File: src/design/quoted_command_tokenizer_macros.svh
// Assertion macros shared by the tokenizer RTL.
`ifndef QUOTED_COMMAND_TOKENIZER_MACROS_SVH
`define QUOTED_COMMAND_TOKENIZER_MACROS_SVH

// Same-cycle implication, clocked on aclk, disabled while in reset.
`define QCT_ASSERT_NOW(lbl, ante, cons, msg) \
    lbl: assert property (@(posedge aclk) disable iff (!aresetn) (ante) |-> (cons)) \
        else $error(msg);

// Next-cycle implication, clocked on aclk, disabled while in reset.
`define QCT_ASSERT_NEXT(lbl, ante, cons, msg) \
    lbl: assert property (@(posedge aclk) disable iff (!aresetn) (ante) |=> (cons)) \
        else $error(msg);

`endif

File: src/design/qct_pkg.sv
// Types, character codes and helpers for the quoted command tokenizer.
package qct_pkg;

    localparam logic [7:0] CH_NUL    = 8'h00;
    localparam logic [7:0] CH_QUOTE  = 8'h22;
    localparam logic [7:0] CH_LPAREN = 8'h28;
    localparam logic [7:0] CH_RPAREN = 8'h29;
    localparam logic [7:0] CH_BSLASH = 8'h5C;
    localparam logic [7:0] CH_SPACE  = 8'h20;
    localparam logic [7:0] CH_TAB    = 8'h09;
    localparam logic [7:0] CH_CR     = 8'h0D;

    localparam int FIFO_DEPTH = 4;
    localparam int PTR_W      = $clog2(FIFO_DEPTH);
    localparam int CNT_W      = $clog2(FIFO_DEPTH + 1);

    typedef enum logic [1:0] {
        KIND_BYTE = 2'd0,
        KIND_END  = 2'd1,
        KIND_DONE = 2'd2
    } kind_t;

    typedef enum logic [1:0] {
        STAT_OK        = 2'd0,
        STAT_EMPTY     = 2'd1,
        STAT_MALFORMED = 2'd2
    } status_t;

    typedef enum logic [1:0] {
        PH_LEAD  = 2'd0,
        PH_BODY  = 2'd1,
        PH_AFTER = 2'd2
    } phase_t;

    typedef struct packed {
        phase_t phase;
        logic   wrapped;
        logic   in_quotes;
        logic   token_open;
        logic   escape_pending;
        logic   malformed;
        logic   any_token;
    } tok_state_t;

    localparam tok_state_t TOK_STATE_RESET = '{
        phase: PH_LEAD, wrapped: 1'b0, in_quotes: 1'b0, token_open: 1'b0,
        escape_pending: 1'b0, malformed: 1'b0, any_token: 1'b0
    };

    typedef struct packed {
        kind_t      kind;
        logic [7:0] token_byte;
        status_t    status;
        logic       last;
    } result_t;

    // C-locale whitespace: tab, newline, vertical tab, form feed, carriage return, space
    function automatic logic is_space(input logic [7:0] c);
        return (c == CH_SPACE) || ((c >= CH_TAB) && (c <= CH_CR));
    endfunction

    function automatic result_t mk_res(input kind_t k, input logic [7:0] b, input status_t s);
        result_t r;
        r.kind       = k;
        r.token_byte = b;
        r.status     = s;
        r.last       = 1'b0;
        return r;
    endfunction

endpackage

File: src/design/quoted_command_tokenizer.sv
// Quoted command tokenizer: splits a byte stream into tokens and a final status.
// The block takes one command byte per transaction on the slave side, the command
// closed by a transaction with s_tlast high (its byte is ignored). It splits the
// text at unquoted whitespace; double quotes toggle quoting, and inside quotes a
// backslash escapes a quote or a backslash. A command that opens with '(' must be
// closed by a matching unquoted ')' followed only by whitespace. The master side
// gives token bytes (m_tuser = 0), token ends (m_tuser = 1) and one finish
// transaction (m_tuser = 2) carrying the status: 0 ok with tokens, 1 ok but
// empty, 2 malformed. m_tlast marks the final result caused by one input byte.
// Bytes already given out before an error are not withdrawn. Rate: one input
// transaction per cycle while the result queue has room for two results. An item
// makes zero, one or two results; the single result port drains one per cycle
// while m_tready is high, so a run of two-result items (token end before finish,
// a held backslash before the next byte) paces input to the result port through
// a four-entry result queue. No clearing pass after reset.
module quoted_command_tokenizer (
    input  logic        aclk,
    input  logic        aresetn,
    input  logic        s_tvalid,
    output logic        s_tready,
    input  logic [7:0]  s_tdata,   // [7:0] char_byte
    input  logic        s_tlast,   // end_of_command
    output logic        m_tvalid,
    input  logic        m_tready,
    output logic [15:0] m_tdata,   // [7:0] token_byte, [9:8] status, [15:10] zero
    output logic [1:0]  m_tuser,   // [1:0] kind
    output logic        m_tlast    // last
);

    `include "quoted_command_tokenizer_macros.svh"

    // Input register
    logic                    in_valid_reg;
    logic [7:0]              in_data_reg;
    logic                    in_last_reg;

    // Tokenizer state
    qct_pkg::tok_state_t     st_reg;
    qct_pkg::tok_state_t     st_next;

    // Results of the item in the input register
    qct_pkg::result_t        res [2];
    logic [1:0]              n_res;
    logic                    body_go;
    logic                    esc_done;
    logic                    end_bad;

    // Result queue
    qct_pkg::result_t        fifo_reg [qct_pkg::FIFO_DEPTH];
    logic [qct_pkg::PTR_W-1:0] wr_ptr_reg;
    logic [qct_pkg::PTR_W-1:0] wr_ptr_p1;
    logic [qct_pkg::PTR_W-1:0] rd_ptr_reg;
    logic [qct_pkg::CNT_W-1:0] count_reg;
    logic [qct_pkg::CNT_W-1:0] count_next;
    qct_pkg::result_t        head;

    logic proc_fire;
    logic pop;

    // Process an item only when the queue can take the worst case of two results
    assign proc_fire = in_valid_reg &&
                       (count_reg <= qct_pkg::CNT_W'(qct_pkg::FIFO_DEPTH - 2));
    assign s_tready  = !in_valid_reg || proc_fire;
    assign pop       = m_tvalid && m_tready;
    assign wr_ptr_p1 = wr_ptr_reg + qct_pkg::PTR_W'(1);

    // One tokenizer step for the held byte
    always_comb begin
        st_next  = st_reg;
        res[0]   = qct_pkg::mk_res(qct_pkg::KIND_BYTE, 8'h00, qct_pkg::STAT_OK);
        res[1]   = qct_pkg::mk_res(qct_pkg::KIND_BYTE, 8'h00, qct_pkg::STAT_OK);
        n_res    = 2'd0;
        body_go  = 1'b0;
        esc_done = 1'b0;
        end_bad  = 1'b0;

        if (in_last_reg) begin
            end_bad = st_reg.malformed || st_reg.in_quotes ||
                      (st_reg.wrapped && (st_reg.phase != qct_pkg::PH_AFTER));
            if (end_bad) begin
                res[0] = qct_pkg::mk_res(qct_pkg::KIND_DONE, 8'h00,
                                         qct_pkg::STAT_MALFORMED);
                n_res  = 2'd1;
            end else begin
                // close an open token before the finish
                if (st_reg.token_open) begin
                    res[n_res[0]] = qct_pkg::mk_res(qct_pkg::KIND_END, 8'h00,
                                                    qct_pkg::STAT_OK);
                    n_res = n_res + 2'd1;
                end
                res[n_res[0]] = qct_pkg::mk_res(qct_pkg::KIND_DONE, 8'h00,
                    (st_reg.any_token || st_reg.token_open) ? qct_pkg::STAT_OK
                                                            : qct_pkg::STAT_EMPTY);
                n_res = n_res + 2'd1;
            end
            st_next = qct_pkg::TOK_STATE_RESET;
        end else if (!st_reg.malformed) begin
            unique case (st_reg.phase)
                qct_pkg::PH_LEAD: begin
                    if (!qct_pkg::is_space(in_data_reg)) begin
                        st_next.phase = qct_pkg::PH_BODY;
                        if (in_data_reg == qct_pkg::CH_LPAREN) begin
                            st_next.wrapped = 1'b1;
                        end else begin
                            body_go = 1'b1;
                        end
                    end
                end
                qct_pkg::PH_BODY: begin
                    body_go = 1'b1;
                end
                qct_pkg::PH_AFTER: begin
                    if (!qct_pkg::is_space(in_data_reg)) begin
                        st_next.malformed = 1'b1;
                    end
                end
                default: begin
                    st_next.malformed = 1'b1;
                end
            endcase

            if (body_go) begin
                // resolve a held backslash first
                if (st_reg.escape_pending) begin
                    st_next.escape_pending = 1'b0;
                    if ((in_data_reg == qct_pkg::CH_QUOTE) ||
                        (in_data_reg == qct_pkg::CH_BSLASH)) begin
                        res[0]   = qct_pkg::mk_res(qct_pkg::KIND_BYTE, in_data_reg,
                                                   qct_pkg::STAT_OK);
                        esc_done = 1'b1;
                    end else begin
                        res[0] = qct_pkg::mk_res(qct_pkg::KIND_BYTE, qct_pkg::CH_BSLASH,
                                                 qct_pkg::STAT_OK);
                    end
                    n_res = 2'd1;
                end

                if (!esc_done) begin
                    priority if (in_data_reg == qct_pkg::CH_NUL) begin
                        st_next.malformed = 1'b1;
                    end else if (st_reg.in_quotes &&
                                 (in_data_reg == qct_pkg::CH_BSLASH)) begin
                        st_next.escape_pending = 1'b1;
                    end else if (in_data_reg == qct_pkg::CH_QUOTE) begin
                        st_next.in_quotes  = !st_reg.in_quotes;
                        st_next.token_open = 1'b1;
                    end else if (!st_reg.in_quotes &&
                                 ((in_data_reg == qct_pkg::CH_LPAREN) ||
                                  (in_data_reg == qct_pkg::CH_RPAREN))) begin
                        if ((in_data_reg == qct_pkg::CH_RPAREN) && st_reg.wrapped) begin
                            if (st_reg.token_open) begin
                                res[n_res[0]] = qct_pkg::mk_res(qct_pkg::KIND_END,
                                                    8'h00, qct_pkg::STAT_OK);
                                n_res = n_res + 2'd1;
                                st_next.token_open = 1'b0;
                                st_next.any_token  = 1'b1;
                            end
                            st_next.phase = qct_pkg::PH_AFTER;
                        end else begin
                            st_next.malformed = 1'b1;
                        end
                    end else if (!st_reg.in_quotes && qct_pkg::is_space(in_data_reg)) begin
                        if (st_reg.token_open) begin
                            res[n_res[0]] = qct_pkg::mk_res(qct_pkg::KIND_END, 8'h00,
                                                            qct_pkg::STAT_OK);
                            n_res = n_res + 2'd1;
                            st_next.token_open = 1'b0;
                            st_next.any_token  = 1'b1;
                        end
                    end else begin
                        res[n_res[0]] = qct_pkg::mk_res(qct_pkg::KIND_BYTE, in_data_reg,
                                                        qct_pkg::STAT_OK);
                        n_res = n_res + 2'd1;
                        st_next.token_open = 1'b1;
                    end
                end
            end
        end

        // flag the final result of this item
        if (n_res == 2'd1) begin
            res[0].last = 1'b1;
        end else if (n_res == 2'd2) begin
            res[1].last = 1'b1;
        end
    end

    always_comb begin
        count_next = count_reg;
        if (proc_fire) begin
            count_next = count_next + qct_pkg::CNT_W'(n_res);
        end
        if (pop) begin
            count_next = count_next - qct_pkg::CNT_W'(1);
        end
    end

    // Control registers
    always_ff @(posedge aclk) begin
        if (!aresetn) begin
            in_valid_reg <= 1'b0;
            st_reg       <= qct_pkg::TOK_STATE_RESET;
            count_reg    <= '0;
            wr_ptr_reg   <= '0;
            rd_ptr_reg   <= '0;
        end else begin
            if (s_tready) begin
                in_valid_reg <= s_tvalid;
            end
            if (proc_fire) begin
                st_reg     <= st_next;
                wr_ptr_reg <= wr_ptr_reg + qct_pkg::PTR_W'(n_res);
            end
            if (pop) begin
                rd_ptr_reg <= rd_ptr_reg + qct_pkg::PTR_W'(1);
            end
            count_reg <= count_next;
        end
    end

    // Payload registers: hold the input byte, write results into the queue
    always_ff @(posedge aclk) begin
        if (s_tvalid && s_tready) begin
            in_data_reg <= s_tdata;
            in_last_reg <= s_tlast;
        end
        if (proc_fire && (n_res != 2'd0)) begin
            fifo_reg[wr_ptr_reg] <= res[0];
        end
        if (proc_fire && (n_res == 2'd2)) begin
            fifo_reg[wr_ptr_p1] <= res[1];
        end
    end

    assign head     = fifo_reg[rd_ptr_reg];
    assign m_tvalid = (count_reg != '0);
    assign m_tdata  = {6'b000000, head.status, head.token_byte};
    assign m_tuser  = head.kind;
    assign m_tlast  = head.last;

    // Checks
    `QCT_ASSERT_NOW(a_count_bound, 1'b1, count_reg <= qct_pkg::CNT_W'(qct_pkg::FIFO_DEPTH), "result queue overflow")
    `QCT_ASSERT_NOW(a_room_on_fire, proc_fire, count_reg <= qct_pkg::CNT_W'(qct_pkg::FIFO_DEPTH - 2), "item processed without room for two results")
    `QCT_ASSERT_NEXT(a_reset_after_end, proc_fire && in_last_reg, st_reg == qct_pkg::TOK_STATE_RESET, "state not cleared after command end")
    `QCT_ASSERT_NOW(a_silent_malformed, proc_fire && st_reg.malformed && !in_last_reg, n_res == 2'd0, "result from a malformed command before its end")

endmodule

File: config.mk
export PLATFORM = sky130hd
export DESIGN_NAME = quoted_command_tokenizer
export DESIGN_NICKNAME = d
export VERILOG_FILES = /design/src/design/qct_pkg.sv /design/src/design/quoted_command_tokenizer.sv
export VERILOG_INCLUDE_DIRS = /design/src /design/src/design
export SDC_FILE = /design/constraint.sdc
export NUM_CORES = 1
export LEC_CHECK = 0
export BUFFER_PORTS_ARGS = -buffer_cell sky130_fd_sc_hd__buf_2
export CORE_MARGIN = 2
export CORE_UTILIZATION = 40
export CTS_BUF_LIST = sky130_fd_sc_hd__clkbuf_2
export DETAILED_ROUTE_END_ITERATION = 6
export PLACE_DENSITY = 0.64
export SETUP_SLACK_MARGIN = 0.1
export SLEW_MARGIN = 30
export SYNTH_ARGS = -nofsm -noshare
export SYNTH_HDL_FRONTEND = slang
export SYNTH_SLANG_ARGS = --single-unit
export TNS_END_PERCENT = 10
File: constraint.sdc
create_clock -name aclk -period 5.4 [get_ports aclk]
set_clock_uncertainty 0.15 [all_clocks]
set_input_delay 0.54 -clock aclk [delete_from_list [all_inputs] [get_ports aclk]]
set_output_delay 0.54 -clock aclk [all_outputs]
set_load 0.01 [all_outputs]
Word-level counts from Yosys, hierarchy flattened
Memories as Yosys holds them, arrays and structs flattened. A register that Yosys moved wholly into a read port is not among the register bits.
Cells that the tools add are included.

storage, ports and cells
  RAM bits = 52
  logic and storage cells = 191
  memories = 1
  register bits after elaboration = 25
  output and inout bits = 21

memory list
  name      depth  width  read ports  clocked after Yosys merged registers in  wr ports  line                            text
  fifo_reg  4      13     1           1                                        2         quoted_command_tokenizer.sv:49  qct_pkg::result_t fifo_reg [qct_pkg::FIFO_DEPTH];

operators by class
  multiplexer cells = 102
  add/sub/neg operators = 7
  reductions and logical operators = 38
  eq/ne operators = 18
  $lt $le $gt $ge = 7
  bitwise gates (word level) = 5

operators by type and width
  cell                                                                   count
  26-bit two-way mux                                                     11
  13-bit two-way mux                                                     9
  2-bit two-way mux                                                      29
  26-bit bitwise mux                                                     2
  1-bit two-way mux                                                      35
  8-bit by 6-bit equality test with 1-bit output, second input constant  4
  13-bit demux with 1-bit select                                         2
  24-bit AND                                                             1
  24-bit inverter                                                        1
  11-bit two-way mux                                                     2
  8-bit two-way mux                                                      2
  3-bit two-way mux                                                      5
  2-bit inequality test, second input constant                           7
  7-bit AND reduction                                                    2
  1-bit logical AND                                                      13
  12-bit two-way mux                                                     1
  5-bit two-way mux                                                      2
  2-bit nonzero test                                                     5
  9-bit AND reduction                                                    1
  2-bit by 1-bit adder with 2-bit output, second input constant          4
  8-bit by 7-bit equality test with 1-bit output, second input constant  1
  8-bit by 4-bit >= comparator with 1-bit output, second input constant  1
  8-bit by 4-bit <= comparator with 1-bit output, second input constant  1
  8-bit zero test                                                        1
  other kinds (21)                                                       35

Longest topological paths before layout
Gate-level depths: netlist (run 1).

  word-level depth = 29
  mapped depth = 16

Least setup slack after synthesis (run 1)
OpenSTA, ideal clock, no wires.

  kind = register -> register
  start = reg st_reg[2] (netlist name)
  end = mem fifo_reg[3][0] (netlist name) (enable)
  setup time = 0.404 ns
  stages on the path, launching flop included = 10
  path buffers = 1
  setup slack = 1.686 ns
  arrival time = 3.160 ns
  path through = dfxtp_1 > clkbuf_1 > inv_1 > ha_1 > o21ai_0 > nor2_1 > a211o_1 > a31oi_4 > nor2_2 > a211oi_1

RTL lines
  item                      line                             text
  start: declaration        quoted_command_tokenizer.sv:38   qct_pkg::tok_state_t st_reg;
  start signal: assignment  quoted_command_tokenizer.sv:202  st_reg <= qct_pkg::TOK_STATE_RESET;
  start signal: assignment  quoted_command_tokenizer.sv:211  st_reg <= st_next;
  end: declaration          quoted_command_tokenizer.sv:49

Final worst setup path (run 1)
  start = reg in_data_reg[0]
  end = reg count_reg[2] (netlist name)

on the way
  cells in the longest elaborated chain, start to end = 17
  elaborated cells between the ends (all ways) = 40
  those cells by class = 2 x add/sub; 2 x order compare; 5 x eq/ne; 22 x mux; 9 x reduce/logical

ends and longest elaborated chain
  item                                                                                                                     line                             text
  start: declaration                                                                                                       quoted_command_tokenizer.sv:34   logic [7:0] in_data_reg;
  start signal: assignment                                                                                                 quoted_command_tokenizer.sv:224  in_data_reg <= s_tdata;
  8-bit by 4-bit >= comparator with 1-bit output / 8-bit by 4-bit <= comparator with 1-bit output (equally long branches)  qct_pkg.sv:59                    return (c == CH_SPACE) || ((c >= CH_TAB) && (c <= CH_CR));
  1-bit logical AND                                                                                                        qct_pkg.sv:59
  1-bit logical OR                                                                                                         qct_pkg.sv:59
  1-bit logical AND                                                                                                        quoted_command_tokenizer.sv:162  end else if (!st_reg.in_quotes && qct_pkg::is_space(in_data_reg)) begin
  2-bit two-way mux                                                                                                        quoted_command_tokenizer.sv:162
  2-bit two-way mux                                                                                                        quoted_command_tokenizer.sv:147  end else if (!st_reg.in_quotes &&
  2-bit two-way mux                                                                                                        quoted_command_tokenizer.sv:144  end else if (in_data_reg == qct_pkg::CH_QUOTE) begin
  2-bit two-way mux                                                                                                        quoted_command_tokenizer.sv:141  end else if (st_reg.in_quotes &&
  2-bit two-way mux                                                                                                        quoted_command_tokenizer.sv:139  priority if (in_data_reg == qct_pkg::CH_NUL) begin
  2-bit two-way mux                                                                                                        quoted_command_tokenizer.sv:138  if (!esc_done) begin
  2-bit two-way mux *                                                                                                      quoted_command_tokenizer.sv:122  if (body_go) begin
  2-bit two-way mux *                                                                                                      quoted_command_tokenizer.sv:97   end else if (!st_reg.malformed) begin
  2-bit two-way mux *                                                                                                      quoted_command_tokenizer.sv:77   if (in_last_reg) begin
  3-bit by 2-bit adder with 3-bit output *                                                                                 quoted_command_tokenizer.sv:191  count_next = count_next + qct_pkg::CNT_W'(n_res);
  3-bit two-way mux *                                                                                                      quoted_command_tokenizer.sv:190  if (proc_fire) begin
  3-bit by 1-bit subtractor with 3-bit output                                                                              quoted_command_tokenizer.sv:194  count_next = count_next - qct_pkg::CNT_W'(1);
  3-bit two-way mux *                                                                                                      quoted_command_tokenizer.sv:193  if (pop) begin
  end signal: assignment                                                                                                   quoted_command_tokenizer.sv:217  count_reg <= count_next;
  end: declaration                                                                                                         quoted_command_tokenizer.sv:53   logic [qct_pkg::CNT_W-1:0] count_reg;

Every way passes the cells marked *; elsewhere a longest branch is shown, timed or not. The select of a mux whose other input is x is not followed.
A chain may end at the register's enable or synchronous reset.

==> results of run 1 <==
==> kinds of logic after synthesis <==
logic type	synth area share, %
compound gates	14.4
mux	9.89
flops	50.1
xor+xnor	1.00
buf+inv	3.86
other cells	0.0856
fa+ha+maj	1.89
simple gates	18.8
==> final timing paths <==
check / start / end / slack [ns] / depth (start not counted)
max reg2reg: in_data_reg[0] / count_reg[2] / 1.05 / 12
min: s_tvalid / in_valid_reg / 0.09 / 3
max: in_data_reg[0] / count_reg[2] / 1.05 / 12
min reg2reg: st_reg[7] / st_reg[7] / 0.39 / 1
==> critical path: cells and delay by family, from the launching register on <==
kind / cells / cell delay [ns]
AO/OA/AOI/OAI: 2 / 0.83
XOR/XNOR: 1 / 0.16
adder cells (fa/ha/maj): 2 / 0.69
buffers and inverters: 1 / 0.25
flip-flops: 1 / 0.64
multiplexers: 1 / 0.19
AND/OR/NAND/NOR: 5 / 1.35
==> final cells by class <==
class | instances | area [um2]
Tap cell | 140 | 175
Inverter | 7 | 26.3
Timing Repair Buffer | 39 | 248
Multi-Input combinational cell | 271 | 2050
Clock buffer | 10 | 50.0
Clock inverter | 6 | 67.6
Sequential cell | 79 | 2190
Fill cell | 1028 | 5930
==> cells in the final DEF, fill, tap and decap left out, types with 3 or more instances in the layout <==
master         netlist  layout
buf_4                7       3
and3_1               5       5
mux4_2              13      13
or2_2                3       3
nand2_1             27      27
nand3_1             11      11
a21oi_2              1       4
or4_1                5       5
conb_1               1       6
o21ai_0             16      16
nand2b_1             8       8
a22o_1              13      13
buf_2                9      27
nor2b_1              7       7
nor4_1               4       4
ha_1                 5       5
o31a_1               5       5
nor3_1               5       5
edfxtp_1            61      61
a21oi_1             11       8
and2_1              12      12
dfxtp_1             18      17
o21a_1              12      12
nor2_1              31      31
a21boi_0             5       5
mux2i_1             14      14
dlygate4sd3_1        0       9
inv_1                7       7
clkbuf_2             0      10
or3_1                4       4
xnor2_1              4       4
==> routing by layer <==
| layer | vias up | routed length (um) | share of wire (%) |
|---|---|---|---|
| met3 | 15 | 497 | 5.2 |
| li1 | 1486 | - | - |
| met2 | 121 | 4340 | 46 |
| met5 | - | 0 | 0 |
| met4 | 0 | 99 | 1.0 |
| met1 | 1444 | 4560 | 48 |
==> power breakdown <==
group          switching [W]  total [W]  internal, W
clock               0.000223   0.000334     0.000111
sequential         0.0000700   0.000796     0.000726
combinational       0.000186   0.000362     0.000175
total               0.000479    0.00149      0.00101
==> through the flow <==
| step | hold WS (ns) | std cells | setup slack [ns] |
|---|---|---|---|
| finish | 0.0888 | 552 | 1.05 |
| global route | 0.0367 | 552 | 0.741 |
| CTS | 0.0650 | 552 | 1.11 |
| detailed placement | 0.349 | 527 | 1.25 |
| global placement | 0.341 | 527 | 1.38 |
| floorplan | 0.287 | 385 | 1.69 |
==> impl_metrics.csv, run 1 <==
group,metric,value,unit
grt,grt_max_degree,22,
logic_synthesis,yosys.area.top_type,"edfxtp_1",
power_and_ir_drop,power.static_leakage,1.66,nW
sta,timing.fmax,0.230,GHz
setup_path,critPathArrivalTime,4.67,ns
sta,rsz0062_at_grt,"no",
cells_and_area,largest_reg_flops,52,
sta,setup_viol,0,
cts,cts_tree,"built",
sta,hold_viol_final,0,
grt,grt_pass1_vias,2915,
floorplan,die_x,109,um
setup_path,start_kind,"flip-flop",
floorplan,start_util,40.8,%
cts,cts_root_buf,"clkbuf_2",
setup_path,cp_max_fo,13,
logic_synthesis,synthCells,380,
logic_synthesis,netlist-cell-type-count,64,
power_and_ir_drop,ir_drop,0.147,mV
floorplan,fp.dieH,109,um
cells_and_area,diodes,0,
floorplan,dieArea,11800,um2
routing,drc,0,
sta,finalCritPeriodShare,80.6,%
placement,placed_area,4600,um2
placement,portBuffers,27,
cts,cts_max_level,3,
routing,drt_iter0_markers,330,
cts,clk_pin_slew_worst_paths,0.25,ns
logic_synthesis,yosysSeqAreaShare,50.1,%
cells_and_area,post-route-util,44.8,%
logic_synthesis,synthTopCellsByCount,"edfxtp_1, nor2_1, nand2_1, dfxtp_1, o21ai_0",
power_and_ir_drop,power_density,310,nW/um2
logic_synthesis,synthTopCellsByArea,"edfxtp_1, dfxtp_1, mux4_2",
logic_synthesis,async_flop_share,0,%
cts,holdBufCountCts,9,
min_path,hp-class,"input port to flip-flop",
floorplan,core.rowCount,38,
cts,cts_resized,0,
grt,use_met1,24.9,%
cts,cts_buffer_depth,2,
cells_and_area,stdcell_area,4810,um2
grt,grt_pass1_wl,15700,um
logic_synthesis,yosysMostFrequentCell,"edfxtp_1",
cts,numCtsBuffers,9,
sta,tns,0,ns
cts,clock_latency,0.56,ns
setup_path,path_class,"flip-flop to flip-flop",
grt,grt_overflow,0,
sta,min_period,4.35,ns
grt,grt.busiest_layer,"met2",
grt,met3_usage,3.89,%
power_and_ir_drop,power,0.00149,W
routing,wl_per_cell,17.2,um
setup_path,cpPeakStageDelay,0.64,ns
logic_synthesis,ys_warn_count,0,
sta,relSlewSlack,40.9,%
floorplan,io_pins,34,
cells_and_area,nNetsFinal,426,
routing,ant_nets,0,
outcome,status,"completed",
setup_path,crit_chain,"or4_1 > nor4b_2 > o21ai_1 > nand2b_1 > o31a_1 > inv_1 > fa_1 > mux2i_1 > ha_1 > nand2_1 > xor2_1 > and2_1",
sta,finalMaxSlewViolations,0,
routing,wl,9500,um
grt,use_met2,27.7,%
grt,antenna_found_initial,0,
setup_path,slowest_stage,"edfxtp_1",
routing,viasPerCell,5.55,
logic_synthesis,synth_area,4380,um2
cells_and_area,drive_gt1_share,20.9,%
placement,dp_hpwl,6520,um
job,maxCapViolCount,0,
setup_path,cp_data_required_time,5.71,ns
logic_synthesis,synth_top_area_share,41.8,%
logic_synthesis,synth_edf_count,61,
placement,gp_congestion,0.885,
cts,cts_sinks,79,
routing,drt_pass1_iterations,6,
logic_synthesis,synth_ff_type,"edfxtp_1",
routing,vias,3066,
cts,cts_setup_buffers,0,
floorplan,core-area,10700,um2
logic_synthesis,ys_ff_latch,79,
cells_and_area,area_growth,9.91,%
setup_path,endpoint_kind,"flip-flop",
logic_synthesis,postSynthAreaPerCell,11.5,um2
sta,worst_pin_slew,0.887,ns
grt,grt_usage,17.5,%
Power figures use the tool's default switching activity.
==> inputs of run 2 (changes only) <==
- ABC_AREA: unset -> 1
- clock period: 5.4 -> 4.5 ns (I/O delays scaled with it)
==> run 2 against run 1 <==
  * Worst setup slack worse by 0.13 ns
  * Non-clock buffer count unchanged
  * Cell count up 30%
  * Critical path type unchanged
  * Global-route usage up 2.4 points
  * Worst hold slack worse by 0.050 ns
  * Fmax up 21%
  * Count of clock-buffer cells in the layout unchanged
  * Largest power group unchanged
==> impl_metrics.csv, run 2 <==
group,metric,value,unit
outcome,status,"completed",
logic_synthesis,synthTopCellsByCount,"nand2_1, nor2_1, edfxtp_1, nand3_1, o21ai_0",
setup_path,cp_max_fo,44,
cts,clock_latency,0.55,ns
sta,timing.fmax,0.279,GHz
sta,setup_viol,0,
routing,wl,11100,um
cts,cts_tree,"built",
power_and_ir_drop,power.static_leakage,2.16,nW
cells_and_area,diodes,0,
logic_synthesis,netlist-cell-type-count,36,
setup_path,cpPeakStageDelay,0.66,ns
sta,relSlewSlack,30.6,%
logic_synthesis,yosysSeqAreaShare,48.8,%
sta,worst_pin_slew,1.03,ns
logic_synthesis,synth_top_area_share,40.8,%
cells_and_area,largest_reg_flops,52,
cts,cts_max_level,3,
sta,hold_viol_final,0,
logic_synthesis,synthCells,543,
floorplan,core-area,10900,um2
cells_and_area,final_cell_mix,"nand2_1, nor2_1, nand3_1, edfxtp_1, o21ai_0",
setup_path,cp_data_required_time,4.55,ns
routing,drt-met1-wl,5030,um
floorplan,dieArea,12100,um2
sta,rsz0062_at_grt,"no",
power_and_ir_drop,power,0.00200,W
grt,grt_pass1_wl,18300,um
cts,cts_buffer_depth,2,
setup_path,slowest_stage,"dfxtp_1",
setup_path,worstReg2RegStart,"st_reg[2]",
routing,wl_met2,5260,um
floorplan,start_util,41.2,%
sta,tns,0,ns
setup_path,critPathArrivalTime,3.63,ns
logic_synthesis,yosys.area.top_type,"edfxtp_1",
logic_synthesis,synth_area,4490,um2
min_path,hold_start,"aresetn",
routing,drt_pass1_iterations,5,
setup_path,crit_chain,"inv_1 > ha_1 > inv_1 > o21ai_0 > a21oi_1 > nand2_1 > nand2_1 > nand2_2 > nand2_4 > nor2_8 > nand2_2 > nand2_1",
cells_and_area,drive_gt1_share,15.4,%
routing,drt_iter0_markers,273,
grt,grt_pass1_vias,3570,
grt,antenna_found_initial,0,
floorplan,core.rowCount,38,
cells_and_area,post-route-util,45.2,%
routing,wl_met3,684,um
sta,finalCritPeriodShare,79.7,%
logic_synthesis,synthTopCellsByArea,"edfxtp_1, nand2_1, dfxtp_1",
routing,vias,3798,
cells_and_area,nNetsFinal,591,
floorplan,die_x,110,um
cts,numCtsBuffers,9,
grt,grt_overflow,0,
setup_path,cpMostUsedCell,"nand2_1",
setup_path,crit_start,"st_reg[2]",
logic_synthesis,yosysMostFrequentCell,"nand2_1",
min_path,hp-class,"input port to flip-flop",
routing,drc,0,
cts,cts_resized,0,
cts,clk_pin_slew_worst_paths,0.22,ns
job,maxCapViolCount,0,
routing,wl_per_cell,15.4,um
grt,grt_max_degree,45,
sta,setup_ws,0.916,ns
placement,gp_congestion,0.976,
sta,finalMaxSlewViolations,0,
logic_synthesis,async_flop_share,0,%
routing,ant_nets,0,
cells_and_area,area_growth,9.70,%
cts,cts_sinks,79,
grt,grt_usage,19.9,%
setup_path,endpoint_kind,"flip-flop",
placement,place_ws,0.982,ns
logic_synthesis,synth_ff_type,"edfxtp_1",
cells_and_area,final_common_cell,"nand2_1",
floorplan,fp.dieH,110,um
logic_synthesis,ys_warn_count,0,
cts,holdBufCountCts,10,
placement,portBuffers,27,
setup_path,start_kind,"flip-flop",
placement,dp_hpwl,8000,um
power_and_ir_drop,ir_drop,0.198,mV
floorplan,io_pins,34,
setup_path,path_class,"flip-flop to flip-flop",
logic_synthesis,ys_ff_latch,79,
routing,routed.top_layer,"met4",
routing,viasPerCell,5.30,
cells_and_area,num-fill-cells,1049,
logic_synthesis,postSynthAreaPerCell,8.27,um2
cells_and_area,instances_no_fill,717,
sta,min_period,3.58,ns
power_and_ir_drop,power_density,405,nW/um2
logic_synthesis,synth_edf_count,61,
placement,placed_cells,691,
cts,cts_root_buf,"clkbuf_2",
cts,cts_setup_buffers,0,
==> run 2: cell types whose count changed after synthesis, sizes merged, moves of 14 or more <==
cell | before | now
o21ai | 17 | 43
a21oi | 12 | 26
inv | 7 | 43
nand2 | 27 | 144
nor2 | 32 | 72
nand3 | 11 | 65
==> run 2: final cells by class <==
type                    count  area [um2]  share of cell area [%]
clock buffers              10        50.0                    1.02
clock inverters             6        92.6                    1.88
inverters                  43         161                    3.28
multi-input cells         400        2000                    40.7
flip-flops and latches     79        2190                    44.5
well taps                 140         175                    3.56
repair buffers             39         250                    5.08
==> run 2: cells by family (layout without fill, tap and decap cells) <==
family | Yosys count | count (layout) | synth area share, %
AO/OA/AOI/OAI | 87 | 87 | 10.3
multiplexers | 1 | 1 | 0.223
flip-flops | 79 | 79 | 48.8
buffers and inverters | 69 | 98 | 6.97
adder cells (fa/ha/maj) | 6 | 6 | 1.84
other | 1 | 6 | 0.0835
AND/OR/NAND/NOR | 300 | 300 | 31.7
==> run 2: final timing paths <==
kind | to | slack [ns] | cells past startpoint
hold reg to reg | flip-flop | 0.34 | 2
setup reg to reg | fifo_reg[3][2] | 0.92 | 12
hold / removal | wr_ptr_reg[1] | 0.04 | 3
setup / recovery | fifo_reg[3][2] | 0.92 | 12
==> run 2: critical path: cells and delay by family (launching register included) <==
kind / cells / cell delay, ns
simple gates: 7 / 1.59
compound gates: 2 / 0.23
buf+inv: 2 / 0.25
fa+ha+maj: 1 / 0.32
flops: 1 / 0.66
==> run 2: power by group <==
group	total (W)	internal [W]	switching, W
clock	0.000451	0.000190	0.000261
sequential	0.000927	0.000871	0.0000561
combinational	0.000617	0.000199	0.000418
==> run 2: through the flow <==
step	area, um2	hold slack [ns]
after floorplan	4510	0.286
after global placement	4680	0.305
after detailed placement	4680	0.316
after CTS	4930	0.0167
after global routing	4930	0.0406
final	4930	0.0386
==> run 2: layer usage <==
metal | global-route usage, % | vias to the layer above
met5 | 0 | -
met4 | 5.33 | 0
met3 | 4.62 | 10
met2 | 32.0 | 124
met1 | 27.1 | 1773
li1 | - | 1891
==> inputs of run 3 (changes only) <==
- clock period: 4.5 -> 3.7 ns (I/O delays scaled with it)
==> run 3 against run 2 <==
  * Worst hold slack better by 0.30 ns
  * Cell count is 1.5% higher
  * Combinational power is 26% higher
  * Sequential power is 21% higher
  * Worst setup slack worse by 0.56 ns
  * Non-clock buffer count is 11 higher
  * Count of clock-buffer cells in the layout is 1 lower
  * Clock power is 22% higher
==> impl_metrics.csv, run 3 (synthesis gave the netlist of run 2 again) <==
group,metric,value,unit
outcome,status,"completed",
floorplan,die_x,110,um
cts,cts_setup_buffers,0,
setup_path,crit_family,"adder cells",
min_path,hp-class,"flip-flop to flip-flop",
routing,wl_per_cell,15.3,um
grt,grt_usage,19.9,%
floorplan,core-area,10900,um2
cells_and_area,nNetsFinal,602,
floorplan,fp.dieH,110,um
grt,grt_overflow,0,
sta,rsz0062_at_grt,"no",
cells_and_area,largest_reg_flops,52,
cells_and_area,diodes,0,
placement,portBuffers,27,
setup_path,cpPeakStageDelay,0.68,ns
cells_and_area,area_growth,12.6,%
cells_and_area,drive_gt1_share,16.7,%
placement,gp_congestion,0.965,
cts,cts_resized,0,
setup_path,crit_chain,"inv_1 > ha_1 > inv_1 > o21ai_0 > a21oi_1 > nand2_1 > nand2_1 > nand2_2 > nand2_4 > ha_1 > fa_1 > mux2i_1 > ha_1 > nand2_1 > o21ai_0 > a21oi_1",
cells_and_area,sequential_cell_area,2190,um2
floorplan,dieArea,12100,um2
cells_and_area,final_common_cell,"nand2_1",
cts,cts_sinks,79,
setup_path,path_class,"flip-flop to flip-flop",
sta,timing.fmax,0.299,GHz
cts,cts_buffer_depth,2,
grt,grt_pass1_wl,18200,um
routing,vias,3855,
sta,relSlewSlack,37.7,%
cts,clock_latency,0.54,ns
sta,finalMaxSlewViolations,0,
setup_path,crit_start,"st_reg[2]",
setup_path,cp_data_required_time,3.98,ns
setup_path,critPathArrivalTime,3.63,ns
sta,finalCritPeriodShare,90.3,%
cells_and_area,final_cell_mix,"nand2_1, nor2_1, nand3_1, edfxtp_1, o21ai_0",
min_path,hold_start,"rd_ptr_reg[1]",
setup_path,reg2reg_to,"count_reg[2]",
min_path,hold_depth,2,
setup_path,endpoint_kind,"flip-flop",
placement,dp_hpwl,8060,um
power_and_ir_drop,power_density,484,nW/um2
routing,drt_iter0_markers,247,
routing,wl,11200,um
floorplan,core.rowCount,38,
power_and_ir_drop,ir_drop,0.212,mV
grt,antenna_found_initial,0,
setup_path,path_buf_inv,2,
sta,hold_viol_final,0,
cells_and_area,num-fill-cells,1059,
cts,cts_root_buf,"clkbuf_2",
sta,worst_pin_slew,0.926,ns
cts,cts_max_level,3,
grt,grt_pass1_vias,3587,
cells_and_area,post-route-util,46.4,%
cts,clk_pin_slew_worst_paths,0.24,ns
setup_path,endpoint,"count_reg[2]",
job,maxCapViolCount,0,
grt,grt_max_degree,29,
routing,ant_nets,0,
power_and_ir_drop,power.static_leakage,2.23,nW
setup_path,worstReg2RegStart,"st_reg[2]",
floorplan,start_util,41.2,%
sta,tns,0,ns
setup_path,crit_cells,16,
routing,viasPerCell,5.30,
sta,setup_viol,0,
placement,placed_area,4790,um2
cells_and_area,stdcell_area,5050,um2
setup_path,start_kind,"flip-flop",
cells_and_area,multi_input_area,2010,um2
cts,cts_tree,"built",
floorplan,io_pins,34,
sta,min_period,3.34,ns
setup_path,r2r_cells,16,
setup_path,rrSetupSlack,0.36,ns
cts,numCtsBuffers,9,
routing,drc,0,
setup_path,slowest_stage,"dfxtp_1",
routing,drt_pass1_iterations,5,
setup_path,cp_max_fo,12,
==> run 3: cell count changes in the layout (fill, tap and decap cells not counted) <==
cell	previous run	this run
buf_4	2	8
buf_12	0	3
clkinvlp_4	2	0
dlygate4sd3_1	10	12
clkbuf_2	10	9
clkinv_1	0	1
clkinv_2	0	1
clkinv_4	0	1
nor4_1	2	1
nor4_2	0	1
==> run 3: worst min-delay path by stage <==
stage / to / slack [ns]
final: flip-flop / 0.34
after detailed placement: rd_ptr_reg[0] / 0.31
after CTS: in_data_reg[3] / 0.34
after floorplan: flip-flop / 0.29
after global placement: rd_ptr_reg[1] / 0.30
after global routing: in_data_reg[3] / 0.34
==> run 3: worst min-delay path: stages, from the launching register on <==
cell	delay, ns
dfxtp_1	0.34
inv_1	0.05
a21oi_1	0.07
==> run 3: routing by layer <==
layer	vias up	global-route usage (%)	wire length (um)
li1	1912	-	-
met2	167	32.3	5170
met4	0	6.96	233
met3	19	4.15	881
met1	1757	26.1	4880
met5	-	0	0
==> run 3: report_power, final <==
part | total (W) | switching [W] | internal (W)
logic | 0.000776 | 0.000520 | 0.000256
registers | 0.00112 | 0.0000618 | 0.00106
clock network | 0.000549 | 0.000323 | 0.000227
total | 0.00245 | 0.000905 | 0.00154
==> run 3: cell type report <==
type / instances / area share [%]
Multi-Input combinational cell: 400 / 39.8
Clock buffer: 9 / 0.891
Timing Repair Buffer: 50 / 7.43
Sequential cell: 79 / 43.4
Clock inverter: 7 / 1.88
Inverter: 43 / 3.19
Tap cell: 140 / 3.47
==> run 3: timing repair <==
item | CTS | global route
hold buffers | 12 | 0
setup endpoints to repair | 0 | 0
endpoints found under the hold margin | 17 | 0
==> run 3: stage by stage <==
stage | power, W | hold slack [ns] | setup WS (ns) | instances
6_report | 0.00245 | 0.339 | 0.357 | 728
5_1_grt | 0.00260 | 0.336 | 0.123 | 728
4_1_cts | 0.00245 | 0.339 | 0.423 | 728
3_5_place_dp | 0.00190 | 0.309 | 0.463 | 700
3_3_place_gp | 0.00189 | 0.305 | 0.442 | 700
2_1_floorplan | 0.00166 | 0.286 | 0.823 | 548
